`src/hw/rtl/ilir_pkg.sv`:
```
package ilir_pkg;

    localparam int CAPACITY_DEF = 16;
    localparam int DATA_W       = 32;
    localparam int CMD_W        = 2;
    localparam int POS_W        = 8;
    localparam int STATUS_W     = 2;
    localparam int CNT_OUT_W    = 5;
    localparam int CNT_MAX_W    = 9;

    typedef enum logic [CMD_W-1:0] {
        CMD_PUSH   = 2'd0,
        CMD_POP    = 2'd1,
        CMD_INSERT = 2'd2,
        CMD_REMOVE = 2'd3
    } t_cmd;

    typedef enum logic [STATUS_W-1:0] {
        ST_OK    = 2'd0,
        ST_FULL  = 2'd1,
        ST_EMPTY = 2'd2,
        ST_RANGE = 2'd3
    } t_status;

    typedef struct packed {
        logic                 ins;
        logic                 rem;
        logic [CNT_MAX_W-1:0] pos;
    } t_cell_ctrl;

endpackage

```
`src/hw/rtl/ilir_req_if.sv`:
```
interface ilir_req_if
    import ilir_pkg::*;
();
    logic                     valid;
    logic                     ready;
    logic [CMD_W-1:0]         cmd;
    logic [POS_W-1:0]         position;
    logic signed [DATA_W-1:0] item_value;

    modport source (output valid, output cmd, output position, output item_value,
                    input ready);
    modport sink   (input valid, input cmd, input position, input item_value,
                    output ready);
endinterface

```
`src/hw/rtl/ilir_rsp_if.sv`:
```
interface ilir_rsp_if
    import ilir_pkg::*;
();
    logic                     valid;
    logic                     ready;
    logic [STATUS_W-1:0]      status;
    logic signed [DATA_W-1:0] popped_value;
    logic [CNT_OUT_W-1:0]     entry_count;

    modport source (output valid, output status, output popped_value,
                    output entry_count, input ready);
    modport sink   (input valid, input status, input popped_value,
                    input entry_count, output ready);
endinterface

```
`src/hw/rtl/ilir_cell.sv`:
```
module ilir_cell
    import ilir_pkg::*;
#(
    parameter int INDEX = 0
) (
    input  logic              i_clk,
    input  t_cell_ctrl        i_ctrl,
    input  logic [DATA_W-1:0] i_word,
    input  logic [DATA_W-1:0] i_left,
    input  logic [DATA_W-1:0] i_right,
    output logic [DATA_W-1:0] o_value
);

    localparam logic [CNT_MAX_W-1:0] IDX = CNT_MAX_W'(INDEX);

    logic [DATA_W-1:0] r_value;

    always_ff @(posedge i_clk) begin
        if (i_ctrl.ins) begin
            if (IDX > i_ctrl.pos) begin
                r_value <= i_left;
            end else if (IDX == i_ctrl.pos) begin
                r_value <= i_word;
            end
        end else if (i_ctrl.rem) begin
            if (IDX >= i_ctrl.pos) begin
                r_value <= i_right;
            end
        end
    end

    assign o_value = r_value;

endmodule

```
`src/hw/rtl/indexed_list_insert_remove_unit.sv`:
```
// Ordered list of up to CAPACITY signed 32-bit words, held in a row of cells.
// Each request pushes, pops, inserts at a position or removes at a position;
// the cells shift all later entries up or down together in the cycle the
// request is accepted, and a new request is taken each cycle while the
// response register is free or being drained.
// Every request returns one response: status, the popped word (zero unless a
// pop succeeds) and the entry count afterwards (low 5 bits). A failed request
// leaves the list unchanged. Entries are not cleared at reset; only entries
// below the count are ever read.
module indexed_list_insert_remove_unit
    import ilir_pkg::*;
#(
    parameter int CAPACITY = CAPACITY_DEF
) (
    input  logic       i_clk,
    input  logic       i_rst_n,
    ilir_req_if.sink   i_req,
    ilir_rsp_if.source o_rsp
);

    localparam int CW = $clog2(CAPACITY + 1);
    localparam int IW = $clog2(CAPACITY);

    logic [CW-1:0]        r_count;
    logic [CW-1:0]        n_count;
    logic                 r_out_valid;
    t_status              r_status;
    t_status              n_status;
    logic [DATA_W-1:0]    r_popped;
    logic [DATA_W-1:0]    n_popped;
    logic [CNT_OUT_W-1:0] r_entry_count;

    logic                 in_fire;
    logic                 full;
    logic                 empty;
    logic [CNT_MAX_W-1:0] cnt_ext;
    logic [CNT_MAX_W-1:0] pos_ext;
    t_cell_ctrl           op_ctrl;
    t_cell_ctrl           cell_ctrl;
    logic [DATA_W-1:0]    cell_value [CAPACITY];

    assign i_req.ready = !r_out_valid || o_rsp.ready;
    assign in_fire     = i_req.valid && i_req.ready;

    assign full    = (r_count == CW'(CAPACITY));
    assign empty   = (r_count == '0);
    assign cnt_ext = CNT_MAX_W'(r_count);
    assign pos_ext = CNT_MAX_W'(i_req.position);

    always_comb begin
        n_status    = ST_OK;
        n_popped    = '0;
        n_count     = r_count;
        op_ctrl.ins = 1'b0;
        op_ctrl.rem = 1'b0;
        op_ctrl.pos = pos_ext;
        unique case (t_cmd'(i_req.cmd))
            CMD_PUSH: begin
                op_ctrl.pos = cnt_ext;
                if (full) begin
                    n_status = ST_FULL;
                end else begin
                    op_ctrl.ins = 1'b1;
                    n_count     = r_count + CW'(1);
                end
            end
            CMD_POP: begin
                if (empty) begin
                    n_status = ST_EMPTY;
                end else begin
                    n_popped = cell_value[IW'(r_count - CW'(1))];
                    n_count  = r_count - CW'(1);
                end
            end
            CMD_INSERT: begin
                if (pos_ext > cnt_ext) begin
                    n_status = ST_RANGE;
                end else if (full) begin
                    n_status = ST_FULL;
                end else begin
                    op_ctrl.ins = 1'b1;
                    n_count     = r_count + CW'(1);
                end
            end
            CMD_REMOVE: begin
                if (pos_ext >= cnt_ext) begin
                    n_status = ST_RANGE;
                end else begin
                    op_ctrl.rem = 1'b1;
                    n_count     = r_count - CW'(1);
                end
            end
            default: begin
                n_status = ST_OK;
            end
        endcase
    end

    always_comb begin
        cell_ctrl     = op_ctrl;
        cell_ctrl.ins = op_ctrl.ins && in_fire;
        cell_ctrl.rem = op_ctrl.rem && in_fire;
    end

    for (genvar g = 0; g < CAPACITY; g++) begin : g_cell
        logic [DATA_W-1:0] left_value;
        logic [DATA_W-1:0] right_value;

        if (g == 0) begin : g_first
            assign left_value = i_req.item_value;
        end else begin : g_mid_l
            assign left_value = cell_value[g-1];
        end

        if (g == CAPACITY - 1) begin : g_last
            assign right_value = cell_value[g];
        end else begin : g_mid_r
            assign right_value = cell_value[g+1];
        end

        ilir_cell #(
            .INDEX (g)
        ) u_cell (
            .i_clk   (i_clk),
            .i_ctrl  (cell_ctrl),
            .i_word  (i_req.item_value),
            .i_left  (left_value),
            .i_right (right_value),
            .o_value (cell_value[g])
        );
    end

    always_ff @(posedge i_clk) begin
        if (!i_rst_n) begin
            r_count     <= '0;
            r_out_valid <= 1'b0;
        end else begin
            if (in_fire) begin
                r_count     <= n_count;
                r_out_valid <= 1'b1;
            end else if (o_rsp.ready) begin
                r_out_valid <= 1'b0;
            end
        end
    end

    always_ff @(posedge i_clk) begin
        if (in_fire) begin
            r_status      <= n_status;
            r_popped      <= n_popped;
            r_entry_count <= CNT_OUT_W'(n_count);
        end
    end

    assign o_rsp.valid        = r_out_valid;
    assign o_rsp.status       = r_status;
    assign o_rsp.popped_value = r_popped;
    assign o_rsp.entry_count  = r_entry_count;

`ifndef NO_ASSERTIONS
    a_count_bound: assert property (@(posedge i_clk) disable iff (!i_rst_n)
        r_count <= CW'(CAPACITY))
        else $error("count exceeds capacity");

    a_fire_gives_rsp: assert property (@(posedge i_clk) disable iff (!i_rst_n)
        in_fire |=> r_out_valid)
        else $error("accepted request produced no response");

    a_push_grows: assert property (@(posedge i_clk) disable iff (!i_rst_n)
        in_fire && t_cmd'(i_req.cmd) == CMD_PUSH && n_status == ST_OK
        |=> r_count == $past(r_count) + CW'(1))
        else $error("successful push did not grow the list");

    a_fail_holds: assert property (@(posedge i_clk) disable iff (!i_rst_n)
        in_fire && n_status != ST_OK |=> r_count == $past(r_count))
        else $error("failed request changed the count");

    a_empty_zero: assert property (@(posedge i_clk) disable iff (!i_rst_n)
        r_out_valid && r_status == ST_EMPTY |-> r_entry_count == '0 && r_popped == '0)
        else $error("empty response with nonzero fields");
`endif

endmodule

```
`src/flat_wrapper.sv`:
```
// flat-port wrapper written by rule: the top's interface ports become plain ports
module indexed_list_insert_remove_unit_flat import ilir_pkg::*;
#(
    parameter int CAPACITY = CAPACITY_DEF
)
  (i_clk, i_rst_n, i_req_valid, i_req_cmd, i_req_position, i_req_item_value, i_req_ready, o_rsp_valid, o_rsp_status, o_rsp_popped_value, o_rsp_entry_count, o_rsp_ready);
  ilir_req_if i_req_i ();
  ilir_rsp_if o_rsp_i ();
  input  logic i_clk;
  input  logic i_rst_n;
  input wire logic [$bits(i_req_i.valid)-1:0] i_req_valid;
  input wire logic [$bits(i_req_i.cmd)-1:0] i_req_cmd;
  input wire logic [$bits(i_req_i.position)-1:0] i_req_position;
  input wire logic [$bits(i_req_i.item_value)-1:0] i_req_item_value;
  output wire logic [$bits(i_req_i.ready)-1:0] i_req_ready;
  output wire logic [$bits(o_rsp_i.valid)-1:0] o_rsp_valid;
  output wire logic [$bits(o_rsp_i.status)-1:0] o_rsp_status;
  output wire logic [$bits(o_rsp_i.popped_value)-1:0] o_rsp_popped_value;
  output wire logic [$bits(o_rsp_i.entry_count)-1:0] o_rsp_entry_count;
  input wire logic [$bits(o_rsp_i.ready)-1:0] o_rsp_ready;
  assign i_req_i.valid = i_req_valid;
  assign i_req_i.cmd = i_req_cmd;
  assign i_req_i.position = i_req_position;
  assign i_req_i.item_value = i_req_item_value;
  assign i_req_ready = i_req_i.ready;
  assign o_rsp_valid = o_rsp_i.valid;
  assign o_rsp_status = o_rsp_i.status;
  assign o_rsp_popped_value = o_rsp_i.popped_value;
  assign o_rsp_entry_count = o_rsp_i.entry_count;
  assign o_rsp_i.ready = o_rsp_ready;
  indexed_list_insert_remove_unit #(.CAPACITY(CAPACITY)) u_core (.i_clk(i_clk), .i_rst_n(i_rst_n), .i_req(i_req_i), .o_rsp(o_rsp_i));
endmodule
```
`config.mk`:
```
export PLATFORM = sky130hd
export DESIGN_NAME = indexed_list_insert_remove_unit_flat
export DESIGN_NICKNAME = d
export VERILOG_FILES = /design/src/hw/rtl/ilir_pkg.sv /design/src/hw/rtl/ilir_req_if.sv /design/src/hw/rtl/ilir_rsp_if.sv /design/src/hw/rtl/ilir_cell.sv /design/src/hw/rtl/indexed_list_insert_remove_unit.sv /design/src/flat_wrapper.sv
export SDC_FILE = /design/constraint.sdc
export NUM_CORES = 1
export LEC_CHECK = 0
export BUFFER_PORTS_ARGS = -buffer_cell sky130_fd_sc_hd__buf_2
export CAP_MARGIN = 30
export CORE_MARGIN = 2
export CORE_UTILIZATION = 56
export CTS_BUF_LIST = sky130_fd_sc_hd__clkbuf_16
export DETAILED_ROUTE_END_ITERATION = 12
export PLACE_DENSITY = 0.76
export SLEW_MARGIN = 15
export SYNTH_ARGS = -nofsm -noshare
export SYNTH_HDL_FRONTEND = slang
export SYNTH_SLANG_ARGS = --single-unit
```
`constraint.sdc`:
```
create_clock -name i_clk -period 5.85 [get_ports i_clk]
set_clock_uncertainty 0.2 [all_clocks]
set_input_delay 0.585 -clock i_clk [delete_from_list [all_inputs] [get_ports i_clk]]
set_output_delay 0.585 -clock i_clk [all_outputs]
set_load 0.01 [all_outputs]
```
==> results.ini <==
[critical_path]
r2r-start=u_core.r_count[1]$_SDFFE_PN0P_
path_cells=inv_1, ha_1, nor2b_1, o211ai_1, a211oi_2, nor3b_2, buf_4, buf_12, a21oi_1, a31oi_1
ff2ff_path_depth=10
startpoint_type=register
worst_path_max_delay_cell=buf_4
r2r_slack_ns=1.10
cp_data_arrival_time_ns=5.00
cp_data_required_time_ns=6.10
crit_type=reg2reg
r2r_end=u_core.g_cell[14].u_cell.o_value[16]$_DFFE_PP_
cp-end-kind=register
path_max_fanout=231
slowest_delay_ns=0.63

[sta]
setup_tns_ns=0
setup_ws_ns=1.10
grt_setup_unrepaired=false
finalHoldViolCount=0
slew_headroom=0.201
tightest_slew_ns=1.20
finalMaxSlewViolations=0
fmax_ghz=0.211
finalSetupViolCount=0
finalCritPeriodShare=0.812
fin_crit_ns=4.75
whs_ns=0.0777

[final_layout]
register_area_um2=16700
layout-drive-gt1-share=0.301
multiInputGateArea_um2=15900
final_nets=2390
syn2layout_area_growth_pct=8.08
fin_cells=3160
nFillCells=4459

[clock_network]
clkTransAtPathRegs_ns=0.06
postCtsSetupBuffers=0
cts_buffers=58
cts_root_buf=clkbuf_16
cts_resized=0
cts_hold_buf=1
clock_path_buffers=3
cts_tree=done
h-tree-depth=2
clock_latency_ns=0.64
cts_sinks=557

[worst_hold_path]
min_delay_path_depth=3
min_to=u_core.o_rsp.valid$_SDFFE_PN0P_
hp-start=o_rsp_ready
worstHoldPathType=in2reg

[job]
maxCapViolCount=0

[grt]
grt_max_degree=238
track_usage=0.290
grt_pass1_wl_um=140000
grt_pass1_vias=22197
grt_antenna_before_repair=1
grt-ovfl-total=0

[yosys]
synth_most_common_cell=edfxtp_1
yosys_warnings=0
yosysUniqueCellTypes=65
synth_edf_count=551
synth_area_leaders=edfxtp_1 (49%), mux4_2 (11%), mux2i_1 (7.8%), mux2_2 (7.2%), a31oi_1 (4.9%)
synth.avg_cell_area_um2=13.9
netlist_top_cells_count=edfxtp_1 (551), a21oi_1 (268), mux2i_1 (263), a31oi_1 (262), mux2_2 (216)
ys_seq_elements=557
yosysTopAreaCell=edfxtp_1
ys_seq_area_frac=0.495
synthFlopType=edfxtp_1
ys_async_sr_fraction=0
synth_nets=2465
synth_top_area_share=0.492
syn_area_um2=33600
netlist_instances=2412

[detailed_routing]
route.detailed.drc=0
drt_iter0_drc=2928
routed_wl_um=91600
wl_per_cell_um=29.0
via_count=22791
vias_per_cell=7.21
ant_nets=0
dr.pass1.iters=6

[die]
num_rows=89
die_w_um=249
coreArea_um2=59200
start_util=0.568
die-area_um2=62000
ios=87
fp.dieH_um=249

[placement]
hpwl_um=52300
place_inst=3047
portBuffers=86
gp_congestion=0.880
dp_slack_ns=1.32

[pwr]
p_per_area_nw_per_um2=274
irDropWorstVdd_uv=282
leakagePower_nw=12.2

[run_status]
status=finished clean

-- per-stage QoR --
stage	power, mW	utilization	area, um2
floorplan	5.89	-	33600
global placement	6.31	0.581	34400
detailed placement	6.36	0.582	34500
CTS	9.96	0.613	36300
global route	10.2	0.614	36400
finish	9.96	0.614	36400
-- sequential cells by signal (all words and copies together) (netlist names) --
signal,flops
u_core.g_cell.u_cell.o_value,512
u_core.o_rsp.entry_count,5
u_core.o_rsp.popped_value,32
u_core.o_rsp.status,2
u_core.o_rsp.valid,1
u_core.r_count,5
-- logic make-up (layout without fill, tap and decap cells) --
family          count (synthesis)  count (layout)  synth area share
xor+xnor                        3               3          0.000781
mux                           864             864             0.342
other cells                     0               1                 0
buf+inv                       286             260            0.0403
simple gates                  125             125            0.0212
flops                         557             557             0.495
fa+ha+maj                       7               7           0.00260
compound gates                570             570            0.0975
-- how the worst max path moves through the flow --
stage | from | depth (start not counted) | slack (ns) | to
finish | u_core.r_count[1]$_SDFFE_PN0P_ | 10 | 1.10 | u_core.g_cell[14].u_cell.o_value[16]$_DFFE_PP_
global route | u_core.r_count[0]$_SDFFE_PN0P_ | 9 | 0.85 | u_core.g_cell[14].u_cell.o_value[16]$_DFFE_PP_
CTS | u_core.r_count[0]$_SDFFE_PN0P_ | 8 | 1.33 | u_core.g_cell[15].u_cell.o_value[30]$_DFFE_PP_
detailed placement | u_core.r_count[0]$_SDFFE_PN0P_ | 8 | 1.32 | u_core.g_cell[11].u_cell.o_value[7]$_DFFE_PP_
global placement | u_core.r_count[0]$_SDFFE_PN0P_ | 8 | 1.44 | u_core.g_cell[15].u_cell.o_value[25]$_DFFE_PP_
floorplan | u_core.r_count[0]$_SDFFE_PN0P_ | 10 | 0.75 | u_core.g_cell[10].u_cell.o_value[0]$_DFFE_PP_
-- layer usage --
layer	vias up	GRT usage	routed length, um	share of wire
met5	-	0	0	0
met4	0	0.0933	2620	0.029
met3	198	0.0512	8420	0.092
met2	1381	0.465	43800	0.48
met1	11611	0.405	36800	0.40
li1	9601	-	-	-
-- worst max-delay path, delay by kind of cell, from the launching register on --
family          cells  cell delay (ns)
compound gates      4             0.85
fa+ha+maj           1             0.33
buf+inv             3             1.45
flops               1             0.54
simple gates        2             0.76
-- cell usage in the layout (no fill, tap or decap), drive strengths merged, types with 2 or more instances in the layout --
cell type / count
xnor2: 2
inv: 30
o211ai: 2
nor3: 11
nand2b: 4
o21ai: 10
nor4b: 3
a21o: 2
o22ai: 2
edfxtp: 551
o31ai: 4
buf: 139
nand4: 2
clkbuf: 58
ha: 7
nor2b: 34
or2: 2
clkinv: 26
nand3: 3
o21a: 2
nor4: 2
mux2: 441
a21boi: 2
mux4: 160
nand2: 15
nor2: 37
a221oi: 2
dfxtp: 6
and2: 2
a21oi: 270
bufinv: 5
a211oi: 3
a31oi: 262
mux2i: 263
and3: 2
a2111oi: 2
-- final cells by class --
class	instances	area share
Timing Repair Buffer	140	0.0276
Multi-Input combinational cell	1569	0.436
Sequential cell	557	0.459
Clock buffer	58	0.0399
Tap cell	773	0.0266
Inverter	11	0.00114
Clock inverter	51	0.00988
Antenna cell	1	0.0000688
-- report_power, final --
part	switching [mW]	internal (mW)	total [mW]
logic	1.01	0.796	1.81
registers	0.0528	4.46	4.51
clock network	1.64	2.01	3.65
No activity file was read; power rests on OpenSTA's default activity.
